`src/hw/rtl/thrust_ramp_envelope_assert.svh`:
```
// assertion macros for the envelope rtl
`ifndef THRUST_RAMP_ENVELOPE_ASSERT_SVH
`define THRUST_RAMP_ENVELOPE_ASSERT_SVH

// same-cycle implication, checked outside reset
`define TRENV_ASSERT_NOW(label, clk, rst_n, ante, cons) \
	label: assert property (@(posedge clk) disable iff (!(rst_n)) (ante) |-> (cons)) \
		else $error("envelope check failed");

// next-cycle implication, checked outside reset
`define TRENV_ASSERT_NEXT(label, clk, rst_n, ante, cons) \
	label: assert property (@(posedge clk) disable iff (!(rst_n)) (ante) |=> (cons)) \
		else $error("envelope check failed");

`endif

```
`src/hw/rtl/trenv_pkg.sv`:
```
package trenv_pkg;

	localparam int LEVEL_BITS_DEF = 16;
	localparam int CFG_W          = 16;
	localparam int CFG_IDX_W      = 3;
	localparam int PHASE_W        = 3;
	localparam int DRIVE_W        = 16;

	localparam logic [PHASE_W-1:0] PH_IDLE    = 3'd0;
	localparam logic [PHASE_W-1:0] PH_ATTACK  = 3'd1;
	localparam logic [PHASE_W-1:0] PH_DECAY   = 3'd2;
	localparam logic [PHASE_W-1:0] PH_SUSTAIN = 3'd3;
	localparam logic [PHASE_W-1:0] PH_RELEASE = 3'd4;

	localparam logic [CFG_IDX_W-1:0] REG_ATTACK_STEP   = 3'd0;
	localparam logic [CFG_IDX_W-1:0] REG_PEAK_LEVEL    = 3'd1;
	localparam logic [CFG_IDX_W-1:0] REG_DECAY_STEP    = 3'd2;
	localparam logic [CFG_IDX_W-1:0] REG_SUSTAIN_LEVEL = 3'd3;
	localparam logic [CFG_IDX_W-1:0] REG_RELEASE_STEP  = 3'd4;

	localparam logic [CFG_W-1:0] ATTACK_STEP_RST   = 16'd256;
	localparam logic [CFG_W-1:0] PEAK_LEVEL_RST    = 16'd49152;
	localparam logic [CFG_W-1:0] DECAY_STEP_RST    = 16'd128;
	localparam logic [CFG_W-1:0] SUSTAIN_LEVEL_RST = 16'd32768;
	localparam logic [CFG_W-1:0] RELEASE_STEP_RST  = 16'd256;

	typedef struct packed {
		logic [CFG_W-1:0] attack_step;
		logic [CFG_W-1:0] peak_level;
		logic [CFG_W-1:0] decay_step;
		logic [CFG_W-1:0] sustain_level;
		logic [CFG_W-1:0] release_step;
	} cfg_t;

endpackage

```
`src/hw/rtl/trenv_cfg.sv`:
```
module trenv_cfg import trenv_pkg::*; (
	input  logic                 clk,
	input  logic                 arst_n,
	input  logic                 cfg_we,
	input  logic [CFG_IDX_W-1:0] cfg_index,
	input  logic [CFG_W-1:0]     cfg_data,
	output cfg_t                 cfg
);

	cfg_t cfg_q;

	always_ff @(posedge clk or negedge arst_n) begin
		if (!arst_n) begin
			cfg_q.attack_step   <= ATTACK_STEP_RST;
			cfg_q.peak_level    <= PEAK_LEVEL_RST;
			cfg_q.decay_step    <= DECAY_STEP_RST;
			cfg_q.sustain_level <= SUSTAIN_LEVEL_RST;
			cfg_q.release_step  <= RELEASE_STEP_RST;
		end else if (cfg_we) begin
			case (cfg_index)
				REG_ATTACK_STEP:   cfg_q.attack_step   <= cfg_data;
				REG_PEAK_LEVEL:    cfg_q.peak_level    <= cfg_data;
				REG_DECAY_STEP:    cfg_q.decay_step    <= cfg_data;
				REG_SUSTAIN_LEVEL: cfg_q.sustain_level <= cfg_data;
				REG_RELEASE_STEP:  cfg_q.release_step  <= cfg_data;
				default: ;
			endcase
		end
	end

	assign cfg = cfg_q;

endmodule

```
`src/hw/rtl/trenv_update.sv`:
```
module trenv_update import trenv_pkg::*; #(
	parameter int LEVEL_BITS = LEVEL_BITS_DEF
) (
	input  cfg_t                  cfg,
	input  logic [PHASE_W-1:0]    phase_in,
	input  logic [LEVEL_BITS-1:0] level_in,
	input  logic                  press,
	input  logic                  release_ev,
	output logic [PHASE_W-1:0]    next_phase,
	output logic [LEVEL_BITS-1:0] next_level,
	output logic [DRIVE_W-1:0]    drive_level
);

	// one guard bit above the wider of level and register width
	localparam int SW = ((LEVEL_BITS > CFG_W) ? LEVEL_BITS : CFG_W) + 1;
	localparam logic [SW-1:0] MAX_W = {{(SW-LEVEL_BITS){1'b0}}, {LEVEL_BITS{1'b1}}};

	logic [SW-1:0]      lvl_w;
	logic [SW-1:0]      att_w;
	logic [SW-1:0]      dec_w;
	logic [SW-1:0]      rel_w;
	logic [SW-1:0]      peak_w;
	logic [SW-1:0]      sus_w;
	logic [SW-1:0]      peak_c;
	logic [SW-1:0]      sus_c;
	logic [SW-1:0]      att_sum;
	logic [SW-1:0]      att_clamp;
	logic [SW-1:0]      dec_diff;
	logic [SW-1:0]      rel_diff;
	logic [SW-1:0]      next_w;
	logic [PHASE_W-1:0] ph;

	assign lvl_w  = {{(SW-LEVEL_BITS){1'b0}}, level_in};
	assign att_w  = {{(SW-CFG_W){1'b0}}, cfg.attack_step};
	assign dec_w  = {{(SW-CFG_W){1'b0}}, cfg.decay_step};
	assign rel_w  = {{(SW-CFG_W){1'b0}}, cfg.release_step};
	assign peak_w = {{(SW-CFG_W){1'b0}}, cfg.peak_level};
	assign sus_w  = {{(SW-CFG_W){1'b0}}, cfg.sustain_level};

	// register values beyond the level range saturate
	assign peak_c = (peak_w > MAX_W) ? MAX_W : peak_w;
	assign sus_c  = (sus_w > MAX_W) ? MAX_W : sus_w;

	assign att_sum   = lvl_w + att_w;
	assign att_clamp = (att_sum > MAX_W) ? MAX_W : att_sum;
	assign dec_diff  = (lvl_w > dec_w) ? (lvl_w - dec_w) : '0;
	assign rel_diff  = (lvl_w > rel_w) ? (lvl_w - rel_w) : '0;

	// release wins over press
	always_comb begin
		ph = phase_in;
		if (press)
			ph = PH_ATTACK;
		if (release_ev)
			ph = PH_RELEASE;
	end

	always_comb begin
		next_phase = ph;
		next_w     = '0;
		case (ph)
			PH_ATTACK: begin
				if (att_clamp >= peak_c) begin
					next_w     = peak_c;
					next_phase = PH_DECAY;
				end else begin
					next_w = att_clamp;
				end
			end
			PH_DECAY: begin
				if (dec_diff <= sus_c) begin
					next_w     = sus_c;
					next_phase = PH_SUSTAIN;
				end else begin
					next_w = dec_diff;
				end
			end
			PH_SUSTAIN: begin
				next_w = sus_c;
			end
			PH_RELEASE: begin
				next_w = rel_diff;
				if (rel_diff == '0)
					next_phase = PH_IDLE;
			end
			default: begin
				next_w     = '0;
				next_phase = PH_IDLE;
			end
		endcase
	end

	assign next_level  = next_w[LEVEL_BITS-1:0];
	assign drive_level = next_w[DRIVE_W-1:0];

endmodule

```
`src/hw/rtl/thrust_ramp_envelope.sv`:
```
// Linear attack-decay-sustain-release drive envelope, one tick per item.
// Input channel in_valid/in_ready carries press_event and release_event;
// release wins when both are set, press restarts attack from the current level.
// Output channel out_valid/out_ready returns one item per tick: drive_level,
// phase (0 idle, 1 attack, 2 decay, 3 sustain, 4 release) and active.
// Configuration is a plain write port (cfg_we, cfg_index, cfg_data) for the
// five step/level registers; write it only while no tick is in flight.
// A tick passes from the input register through the update logic into the
// output register, where it is shown.
// Throughput: one tick per cycle while out_ready stays high; the add, compare
// and phase select between the input and output registers set the pace.
// A stalled receiver holds the output register; the input register still takes
// one more tick, then in_ready drops until the output moves on.
// Reset clears the envelope to idle at level zero, empties both registers and
// loads the register defaults.
`include "thrust_ramp_envelope_assert.svh"

module thrust_ramp_envelope import trenv_pkg::*; #(
	parameter int LEVEL_BITS = LEVEL_BITS_DEF
) (
	input  logic                 clk,
	input  logic                 arst_n,
	input  logic                 cfg_we,
	input  logic [CFG_IDX_W-1:0] cfg_index,
	input  logic [CFG_W-1:0]     cfg_data,
	input  logic                 in_valid,
	output logic                 in_ready,
	input  logic                 press_event,
	input  logic                 release_event,
	output logic                 out_valid,
	input  logic                 out_ready,
	output logic [DRIVE_W-1:0]   drive_level,
	output logic [PHASE_W-1:0]   phase,
	output logic                 active
);

	cfg_t                  cfg;
	logic                  valid_s1;
	logic                  press_s1;
	logic                  release_s1;
	logic                  valid_s2;
	logic [DRIVE_W-1:0]    drive_level_s2;
	logic [PHASE_W-1:0]    phase_s2;
	logic                  active_s2;
	logic [PHASE_W-1:0]    phase_q;
	logic [LEVEL_BITS-1:0] level_q;
	logic [PHASE_W-1:0]    next_phase;
	logic [LEVEL_BITS-1:0] next_level;
	logic [DRIVE_W-1:0]    next_drive;
	logic                  advance;

	trenv_cfg u_cfg (
		.clk       (clk),
		.arst_n    (arst_n),
		.cfg_we    (cfg_we),
		.cfg_index (cfg_index),
		.cfg_data  (cfg_data),
		.cfg       (cfg)
	);

	trenv_update #(
		.LEVEL_BITS (LEVEL_BITS)
	) u_update (
		.cfg         (cfg),
		.phase_in    (phase_q),
		.level_in    (level_q),
		.press       (press_s1),
		.release_ev  (release_s1),
		.next_phase  (next_phase),
		.next_level  (next_level),
		.drive_level (next_drive)
	);

	// the item in stage 1 moves on when the output register is free or draining
	assign advance  = valid_s1 && (!valid_s2 || out_ready);
	assign in_ready = !valid_s1 || advance;

	always_ff @(posedge clk or negedge arst_n) begin
		if (!arst_n) begin
			valid_s1 <= 1'b0;
		end else if (in_ready) begin
			valid_s1 <= in_valid;
		end
	end

	always_ff @(posedge clk) begin
		if (in_valid && in_ready) begin
			press_s1   <= press_event;
			release_s1 <= release_event;
		end
	end

	always_ff @(posedge clk or negedge arst_n) begin
		if (!arst_n) begin
			phase_q <= PH_IDLE;
			level_q <= '0;
		end else if (advance) begin
			phase_q <= next_phase;
			level_q <= next_level;
		end
	end

	always_ff @(posedge clk or negedge arst_n) begin
		if (!arst_n) begin
			valid_s2 <= 1'b0;
		end else if (!valid_s2 || out_ready) begin
			valid_s2 <= valid_s1;
		end
	end

	always_ff @(posedge clk) begin
		if (advance) begin
			drive_level_s2 <= next_drive;
			phase_s2       <= next_phase;
			active_s2      <= (next_phase != PH_IDLE);
		end
	end

	assign out_valid   = valid_s2;
	assign drive_level = drive_level_s2;
	assign phase       = phase_s2;
	assign active      = active_s2;

	`TRENV_ASSERT_NOW(a_idle_level_zero, clk, arst_n, phase_q == PH_IDLE, level_q == '0)
	`TRENV_ASSERT_NEXT(a_accept_fills_s1, clk, arst_n, in_valid && in_ready, valid_s1)
	`TRENV_ASSERT_NEXT(a_state_holds, clk, arst_n, !advance, $stable(phase_q) && $stable(level_q))

endmodule

```
`config.mk`:
```
export PLATFORM = sky130hd
export DESIGN_NAME = thrust_ramp_envelope
export DESIGN_NICKNAME = d
export VERILOG_FILES = /design/src/hw/rtl/trenv_pkg.sv /design/src/hw/rtl/trenv_cfg.sv /design/src/hw/rtl/trenv_update.sv /design/src/hw/rtl/thrust_ramp_envelope.sv
export VERILOG_INCLUDE_DIRS = /design/src /design/src/hw/rtl
export SDC_FILE = /design/constraint.sdc
export NUM_CORES = 1
export LEC_CHECK = 0
export ABC_AREA = 0
export ABC_CLOCK_PERIOD_IN_PS = 10400
export BUFFER_PORTS_ARGS = -buffer_cell sky130_fd_sc_hd__buf_2
export CAP_MARGIN = 20
export CORE_ASPECT_RATIO = 1.1
export CORE_UTILIZATION = 63
export DETAILED_ROUTE_END_ITERATION = 8
export HOLD_SLACK_MARGIN = 0.03
export PLACE_DENSITY = 0.83
export SYNTH_ARGS = -nofsm -noshare
export SYNTH_HDL_FRONTEND = slang
export SYNTH_SLANG_ARGS = --single-unit
```
`constraint.sdc`:
```
create_clock -name clk -period 10.4 [get_ports clk]
set_input_delay 0.52 -clock clk [delete_from_list [all_inputs] [get_ports clk]]
set_output_delay 0.52 -clock clk [all_outputs]
set_load 0.005 [all_outputs]
```
==> key figures, run 1 <==
Outcome
  – Status: completed

GRT
  – Vias in the first global route: about 8.3k
  – Antenna violations before repair: 0
  – Most Crowded Layer GR: met2
  – Met1 usage: about half
  – Pin count of the biggest net entering global routing: between 60 and 70
  – Total grt overflow: 0
  – Wire length of the first global-routing pass: roughly 45000 um
  – Grt met3 use: under 10%
  – Met2 GRT Util: a little over three fifths
  – GRT Overall Usage: about two fifths

Pwr
  – PD cells: roughly 380 nW/um^2
  – Sequential power share: 21.0%
  – Lkg Pwr: about 4.5 nW
  – Logic pwr share: a little under two thirds
  – Clock network fraction of design power: between 15 and 20%
  – Switching Fraction: between 40% and 50%
  – Internal power: around 1.9 mW
  – Peak VDD IR: approximately 0.20 mV
  – P_sw: between 1.5 and 2 mW

Worst setup path
  – Max Fanout on Critical Path: 14
  – Crit path cell chain: ha_1 -> inv_1 -> fa_1 -> nor2b_1 -> o31ai_1 -> a2111oi_0 -> nor4_1 -> a311oi_1 -> nand2_1 -> ha_1 -> o21ai_0 -> nor2_1 -> or4_1 -> a21oi_2 -> or2_1 -> mux2_1 -> a211o_1 -> mux2_4
  – Max stage delay cell, worst path: a2111oi_0
  – Critical Path AT: around 5800 ps
  – Critical Path Sink Type: flip-flop
  – Worst Path Required: roughly 11000 ps
  – Flop-to-flop setup slack: between 4000 and 5000 ps
  – Most frequent CP cell: ha_1
  – CP peak stage delay: about 740 ps
  – Top delay family on crit path: compound AO/OA/AOI/OAI gates
  – Crit Path Class: reg2reg
  – CP bufs+invs: 1
  – Worst Setup Start Kind: flip-flop

Clock tree
  – Clock transition at path regs: roughly 60 ps
  – Root Driver: clkbuf_16
  – CTS tree: yes
  – CTS sink count: 123
  – CTS Buf Count: 17
  – Postcts setup bufs: 0
  – Worst-Skew Late Latency: around 430 ps
  – Deepest clock path buffer count: 2
  – PostCTS Resize Cnt: 0
  – Post-CTS Hold Buffers: 0
  – Htree depth: 4

Die
  – Area of the die: about 15000 um^2
  – Core ar.: 14000 um^2
  – # rows: 45
  – Die width: around 120 um
  – Initial core utilization: approximately two thirds
  – Num ports: 48
  – Chip height: 128 um

Synthesis
  – FFs w/ async S/R, synth: 82.1%
  – Post-synth EDFFs: 22
  – Register area share after synthesis: between 30% and 40%
  – Synth area leader: dfrtp_1
  – Most numerous cell in the Yosys netlist: nand2_1
  – #FFs+latches synth: ~120
  – Synth unique cells: 85
  – Main synth FF type: dfrtp_1
  – Mapped Area: approximately 9100 um^2
  – Top-area cell type share of the netlist area: roughly a quarter
  – Main area contributors after synthesis: dfrtp_1, ha_1, edfxtp_1, mux2_2, o21ai_0
  – Post-Syn Nets: 1132
  – Mean area per synthesized cell: 8.90 um^2
  – YS warnings: 0
  – Gate Count Post-Synth: ~1.0k
  – Most frequent cells after synthesis: nand2_1, dfrtp_1, inv_1

Timing
  – Final Hold Vio Count: 0
  – Worst Max-Slew Pin Slew: around 1100 ps
  – Max Clk Rate: between 150 and 200 MHz
  – Slew Limit Fails: 0
  – Final period util: between 50% and 60%
  – Slew HR: between 20% and 30%
  – Period minus WS final: 5510 ps
  – Final setup viols: 0
  – Sum Neg Setup Slack: 0 ps
  – Worst Clk Skew: ~8.5 ps
  – RSZ-0062 raised after global routing: no

Detailed routing
  – Drc violations: 0
  – First-pass DRT Iterations: 9
  – First DRT Iteration DRCs: about 870
  – Vias/cell: ~6.8
  – DR vias: ~8.5k
  – Antenna-violating nets left: 0
  – Detailed Route WL: 28600 um
  – WL/cell: approximately 23 um

Place
  – DP Cell Count: roughly 1.2k
  – IO Port Bufs: 47
  – DP HPWL: between 20000 and 25000 um
  – Placer Congestion: 1.01

Finish
  – Area growth, synth to finish: 11.1%
  – Share of layout cells above drive strength 1: 15.6%
  – Diode count: 0
  – Layout Nets: ~1.2k
  – Non-filler instance count after layout: 1265

Flow run
  – Max-Cap Viols: 0

Hold path
  – Hold WC Path Type: in2async
[placed cells by master, fill, tap and decap left out, types with 22 or more instances in the layout]
cell type and count:
nand2_1 110, dfrtp_1 95, inv_1 86, o21ai_0 85
ha_1 80, nor2_1 66, a21oi_1 51, buf_2 46
mux2_2 41, nor3_1 23, nand3_1 22, a31oi_1 22
edfxtp_1 22
[power groups by stage]
stage               registers, mW  logic [mW]  clock network, mW
floorplan                   0.728        1.80                  0
global placement            0.792        2.31                  0
detailed placement          0.797        2.33                  0
CTS                         0.790        2.36              0.587
global route                0.811        2.65              0.608
finish                      0.802        2.42              0.590
[through the flow]
step | hold slack (ps) | util, % | setup slack [ps] | area [um^2] | total power, mW
after CTS | 59.1 | 72.2 | 4970 | 10100 | 3.74
final | 39.2 | 72.4 | 4890 | 10100 | 3.82
after global placement | 467 | 68.0 | 5160 | 9500 | 3.10
after floorplan | 224 | - | 5890 | 9100 | 2.53
after detailed placement | 498 | 68.0 | 4990 | 9500 | 3.13
after global routing | 80.0 | 72.4 | 4370 | 10100 | 4.07
[per-layer routing]
metal | up-vias | part of all wire [%]
met5 | - | 0
met4 | 0 | 6.9
met3 | 131 | 10
met2 | 524 | 45
met1 | 4065 | 38
li1 | 3829 | -
[state kept, by name, indices dropped and copies added (netlist names)]
signal	count
release_s1	1
out_valid	1
active	1
press_s1	1
u_cfg.cfg	80
phase	3
phase_q	3
drive_level	16
level_q	16
valid_s1	1
[logic make-up (layout without fill, tap and decap cells)]
logic type / Yosys count / in the layout / share of synthesized area [%]
flops: 123 / 123 / 35.1
buf+inv: 119 / 173 / 5.13
mux: 50 / 50 / 6.21
compound gates: 299 / 299 / 22.0
xor+xnor: 26 / 26 / 2.50
simple gates: 323 / 323 / 17.4
fa+ha+maj: 83 / 83 / 11.7
[layout make-up]
type	count	area, um^2
Tap cell	188	235
Sequential cell	123	3200
Clock inverter	9	83.8
Fill cell	1093	3850
Multi-Input combinational cell	781	5460
Inverter	87	327
Clock buffer	23	499
Timing Repair Buffer	54	310
[final timing paths]
kind	startpoint	endpoint	depth (start not counted)
min in group clk	press_event	press_s1	1
hold / removal	arst_n	u_cfg.cfg[74]	1
setup / recovery	level_q[0]	level_q[8]	18
hold reg to reg	valid_s1	out_valid	1
setup reg to reg	level_q[0]	level_q[8]	18
max in group asynchronous	arst_n	u_cfg.cfg[47]	2
(Power assumes the default switching activity.)
==> inputs of run 2 (changes only) <==
ABC_CLOCK_PERIOD_IN_PS = 5100   (was 10400)
clock period = 5.1 ns   (was 10.4 ns; I/O delays follow)
==> run 2 against run 1 <==
Compared with the run above:
- clock skew hardly changed
- count of clock-buffer cells in the layout is 1 higher
- first-iteration DRC count is 20% higher
- critical path depth is 2 lower
- register-to-register slack worse by 4800 ps
- clock power is 110% higher
- non-clock buffer count is 32 higher
- via count is 1.8% higher
- cell area is 3.2% higher
- setup slack worse by 4800 ps
- critical path type unchanged
- highest routed layer is now met5
==> key figures, run 2 (synthesis gave the netlist of run 1 again) <==
Outcome
  – Status: completed

Place
  – DP Cell Count: roughly 1.3k
  – Placer Congestion: slightly above 1
  – Pre-CTS setup slack: between 150 and 200 ps
  – IO Port Bufs: 47
  – DP HPWL: between 20000 and 25000 um

Timing
  – Slew Limit Fails: 0
  – Setup ws final: a little over 100 ps
  – Slew HR: a little under two fifths
  – Final period util: between 90% and 100%
  – Final setup viols: 0
  – Worst Max-Slew Pin Slew: approximately 930 ps
  – Worst Clk Skew: around 8.4 ps
  – Max Clk Rate: about 200 MHz
  – Period minus WS final: 5000 ps
  – RSZ-0062 raised after global routing: yes
  – Final Hold Vio Count: 0

Die
  – Initial core utilization: around two thirds
  – Core ar.: 14000 um^2
  – Die width: approximately 120 um
  – # rows: 45
  – Num ports: 48
  – Chip height: between 100 and 150 um
  – Area of the die: 14900 um^2

Detailed routing
  – First-pass DRT Iterations: 6
  – Antenna-violating nets left: 0
  – Drc violations: 0
  – First DRT Iteration DRCs: 1049
  – Vias/cell: 6.71
  – DR vias: between 8k and 9k
  – Detailed Route WL: roughly 30000 um
  – WL/cell: around 23 um

Finish
  – Leading cell types in the layout, fill and taps excluded: nand2_1, dfrtp_1, inv_1
  – Diode count: 0
  – Most common cell after layout, fill and taps aside: nand2_1
  – Layout Nets: ~1.2k
  – Final core utilization: around three quarters
  – Share of layout cells above drive strength 1: between 10% and 20%
  – Non-filler instance count after layout: around 1.3k
  – Max FFs per register: 80
  – Area growth, synth to finish: 14.6%

GRT
  – Total grt overflow: 0
  – Pin count of the biggest net entering global routing: just under 80
  – Wire length of the first global-routing pass: 45600 um
  – Vias in the first global route: 8131
  – Antenna violations before repair: 1
  – GRT Overall Usage: ~42%

Clock tree
  – Clock transition at path regs: around 60 ps
  – Worst-Skew Late Latency: 430 ps
  – Root Driver: clkbuf_16
  – Deepest clock path buffer count: 2
  – CTS sink count: between 100 and 150
  – Htree depth: 4
  – CTS tree: yes
  – CTS Buf Count: 17

Pwr
  – Peak VDD IR: between 0.4 and 0.5 mV
  – PD cells: a little under 800 nW/um^2
  – Lkg Pwr: 4.64 nW
  – Power, Total: just over 8 mW

Worst setup path
  – Critical Path Sink Type: flip-flop
  – Worst Path Required: 5280 ps
  – Critical Path AT: 5170 ps
  – Crit Path Class: reg2reg
  – Worst Setup Start Kind: flip-flop
  – Max Fanout on Critical Path: 6

Hold path
  – Hold WC Path Type: in2reg

Flow run
  – Max-Cap Viols: 0
[run 2: cell count changes in the layout (fill, tap and decap cells not counted), moves of 2 or more]
cell / previous run / this run
a21oi_1: 51 / 49
a21oi_2: 4 / 6
a31oi_2: 0 / 2
buf_4: 7 / 33
clkbuf_16: 18 / 20
clkinv_4: 0 / 2
clkinvlp_4: 3 / 1
dlygate4sd3_1: 0 / 4
nor2b_1: 9 / 7
nor2b_2: 0 / 2
[run 2: final timing paths]
kind | start | end | slack [ps] | cells past startpoint
setup / recovery | level_q[5] | drive_level[10] | 100 | 16
hold / removal | cfg_data[7] | u_cfg.cfg[39] | 110 | 3
setup reg to reg | level_q[5] | drive_level[10] | 100 | 16
hold reg to reg | valid_s1 | out_valid | 500 | 1
max in group asynchronous | arst_n | u_cfg.cfg[31] | 4300 | 3
min in group asynchronous | arst_n | u_cfg.cfg[70] | 170 | 2
[run 2: area by class of cell]
| type | instances | area (um^2) |
|---|---|---|
| Inverter | 87 | 327 |
| Clock buffer | 24 | 514 |
| Clock inverter | 8 | 80.1 |
| Sequential cell | 123 | 3200 |
| Tap cell | 188 | 235 |
| Timing Repair Buffer | 86 | 582 |
| Multi-Input combinational cell | 782 | 5500 |
| Fill cell | 1097 | 3530 |
[run 2: worst max-delay path, cell delays in order, from the launching register on]
cell,delay [ps]
dfrtp_1,520
ha_1,300
or3_1,420
o21ai_1,440
a21boi_0,190
or3_1,380
a21o_1,220
ha_1,290
nand4_1,130
nor4_1,320
or4_1,170
a21oi_2,50
or2_1,340
buf_4,190
o21ai_0,230
a21oi_1,160
or3_1,390
[run 2: what timing repair did]
action	4_1_cts	5_1_grt
resized for setup	0	8
hold endpoints to repair	3	95
hold buffers	3	1
setup endpoints to repair	0	22
setup buffers	0	3
[run 2: power by group]
| part | switching (mW) | leakage [nW] | total [mW] | internal [mW] |
|---|---|---|---|---|
| Clock | 0.466 | 0.291 | 1.22 | 0.756 |
| Sequential | 0.301 | 1.43 | 1.63 | 1.33 |
| Combinational | 3.25 | 2.92 | 5.43 | 2.18 |
[run 2: through the flow]
stage               cell area [um^2]  hold slack [ps]  setup TNS (ps)
global route                   10400              127           -2.41
finish                         10400              109               0
CTS                            10300             38.0               0
floorplan                       9100            -40.6               0
detailed placement              9670              433               0
global placement                9670              434               0
[run 2: per-layer routing]
metal	wire length [um]	vias to the layer above	global-route usage (%)
met3	3380	132	9.03
met5	14	-	0
met2	13800	526	65.8
met4	1910	2	27.0
li1	-	3888	-
met1	11400	4157	52.7
==> inputs of run 3 (changes only) <==
CORE_ASPECT_RATIO = not set   (was 1.1)
CORE_UTILIZATION = 35   (was 63)
PLACE_DENSITY = 0.52   (was 0.83)
==> run 3 against run 2 <==
Compared with the run above:
- cell area increased by 2.9%
- die area increased by 78%
- fmax increased by 2.4%
- combinational power up 2%
- count of clock-buffer cells in the layout shrank 6
- setup slack improved by 120 ps
- first-iteration DRC count shrank 33%
- register-to-register slack gained 120 ps
- critical endpoint is now drive_level[11]
- largest cell class unchanged
- largest power group unchanged
==> key figures, run 3 (synthesis gave the netlist of run 1 again) <==
Finish
  – Design area: around 11000 um^2
  – Area growth, synth to finish: 17.9%
  – Max FFs per register: 80
  – Diode count: 0
  – Layout Nets: about 1.2k
  – Share of layout cells above drive strength 1: approximately 19%
  – Leading cell types in the layout, fill and taps excluded: nand2_1, dfrtp_1, inv_1
  – Most common cell after layout, fill and taps aside: nand2_1

Die
  – Area of the die: 26700 um^2
  – Core ar.: between 20000 and 30000 um^2
  – Initial core utilization: between 30% and 40%
  – Chip height: 163 um
  – Num ports: 48
  – Die width: 163 um
  – # rows: 58

Detailed routing
  – Drc violations: 0
  – Antenna-violating nets left: 0
  – First-pass DRT Iterations: 6
  – Detailed Route WL: roughly 32000 um
  – WL/cell: around 22 um
  – First DRT Iteration DRCs: about 700
  – DR vias: 8225
  – Vias/cell: ~5.7

Timing
  – Worst Max-Slew Pin Slew: about 1100 ps
  – Period minus WS final: between 4000 and 5000 ps
  – Slew Limit Fails: 0
  – Fin Hold WS: roughly 110 ps
  – Worst Clk Skew: 9.24 ps
  – Sum Neg Setup Slack: 0 ps
  – Final period util: between 90% and 100%
  – Slew HR: between 20% and 30%
  – RSZ-0062 raised after global routing: no
  – Final setup viols: 0
  – Final Hold Vio Count: 0
  – Max Clk Rate: ~200 MHz

Hold path
  – Worst hold stages: 3
  – Hold WC Path Type: in2reg

Worst setup path
  – Flop-to-flop setup slack: 220 ps
  – Max Fanout on Critical Path: 12
  – Worst Setup Start Kind: flip-flop
  – Worst r2r dst: drive_level[11]
  – Crit path launch: level_q[0]
  – Worst setup path end: drive_level[11]
  – Crit Path Class: reg2reg
  – Critical Path Sink Type: flip-flop
  – Critical Path AT: between 5000 and 6000 ps
  – Worst Path Required: between 5000 and 6000 ps
  – Worst r2r path cells: 20
  – Reg2Reg Launch Point: level_q[0]

GRT
  – Total grt overflow: 0
  – GRT Overall Usage: between 20% and 30%
  – Pin count of the biggest net entering global routing: 53
  – Wire length of the first global-routing pass: 49400 um
  – Vias in the first global route: 7975
  – Antenna violations before repair: 0

Clock tree
  – Worst-Skew Late Latency: between 400 and 500 ps
  – CTS Buf Count: 17
  – Root Driver: clkbuf_16
  – Deepest clock path buffer count: 2
  – CTS sink count: approximately 120
  – Clock transition at path regs: 60 ps
  – Htree depth: 4
  – CTS tree: yes

Place
  – Placer Congestion: 0.943
  – Cell Area, Placed: about 10000 um^2
  – IO Port Bufs: 47
  – DP HPWL: approximately 25000 um

Pwr
  – Lkg Pwr: 4.73 nW
  – Peak VDD IR: around 0.31 mV
  – PD cells: just under 800 nW/um^2

Outcome
  – Status: completed

Flow run
  – Max-Cap Viols: 0
## run 3: cell types whose count changed in the layout (fill, tap and decap cells not counted), moves of 2 or more
cell,before,now
inv_6,1,3
buf_4,33,48
clkbuf_1,3,0
bufinv_16,1,4
a21oi_2,6,4
clkbuf_16,20,17
a21oi_1,49,51
## run 3: critical path: stages, from the launching register on
cell and delay (ps):
dfrtp_1 400, inv_1 140, ha_1 200, inv_1 60, fa_1 400, a21oi_1 300, o211ai_2 160, a2111o_1 400
o311a_1 120, xnor2_1 140, nor2_1 170, ha_1 270, a21o_1 180, a211o_1 290, a21oi_1 110, a21oi_1 70
buf_4 170, a31o_2 320, a31oi_1 340, o311ai_2 220, buf_4 180
## run 3: repair_timing
item | 4_1_cts | 5_1_grt
endpoints found under the hold margin | 48 | 0
buffers inserted | 0 | 0
endpoints found under the setup margin | 0 | 29
resized for setup | 0 | 7
hold buffers | 4 | 0
## run 3: worst min path at each step
| stage | start | end | slack [ps] |
|---|---|---|---|
| 2_1_floorplan | arst_n | level_q[0] | -40 |
| 3_3_place_gp | arst_n | u_cfg.cfg[71] | 350 |
| 3_5_place_dp | arst_n | u_cfg.cfg[5] | 350 |
| 4_1_cts | out_ready | out_valid | 100 |
| 5_1_grt | cfg_data[1] | u_cfg.cfg[1] | 120 |
| 6_report | out_ready | out_valid | 110 |
## run 3: through the flow
stage	std cells	worst slack (ps)	utilization (%)	power (mW)
2_1_floorplan	1023	585	-	5.16
3_3_place_gp	1416	143	39.5	7.05
3_5_place_dp	1417	89.1	39.6	7.06
4_1_cts	1453	62.0	42.3	8.44
5_1_grt	1453	42.5	42.4	9.12
6_report	1453	220	42.4	8.52
## run 3: report_power, final
| group | leakage (nW) | switching, mW | internal (mW) |
|---|---|---|---|
| sequential | 1.43 | 0.320 | 1.33 |
| clock | 0.305 | 0.505 | 0.833 |
| combinational | 2.99 | 3.25 | 2.29 |
## run 3: final cells by class
class	count	area, um^2
timing repair buffer	100	678
multi-input combinational	781	5490
fill	2546	14600
inverter	87	327
sequential	123	3200
tap	330	413
clock inverter	14	193
clock buffer	18	439
## run 3: routing by layer
layer	up-vias	GRT usage [%]	part of all wire (%)
met5	-	0	0
met4	0	13.2	4.6
met3	52	3.83	5.5
met2	263	39.4	45
met1	3999	34.0	45
li1	3911	-	-
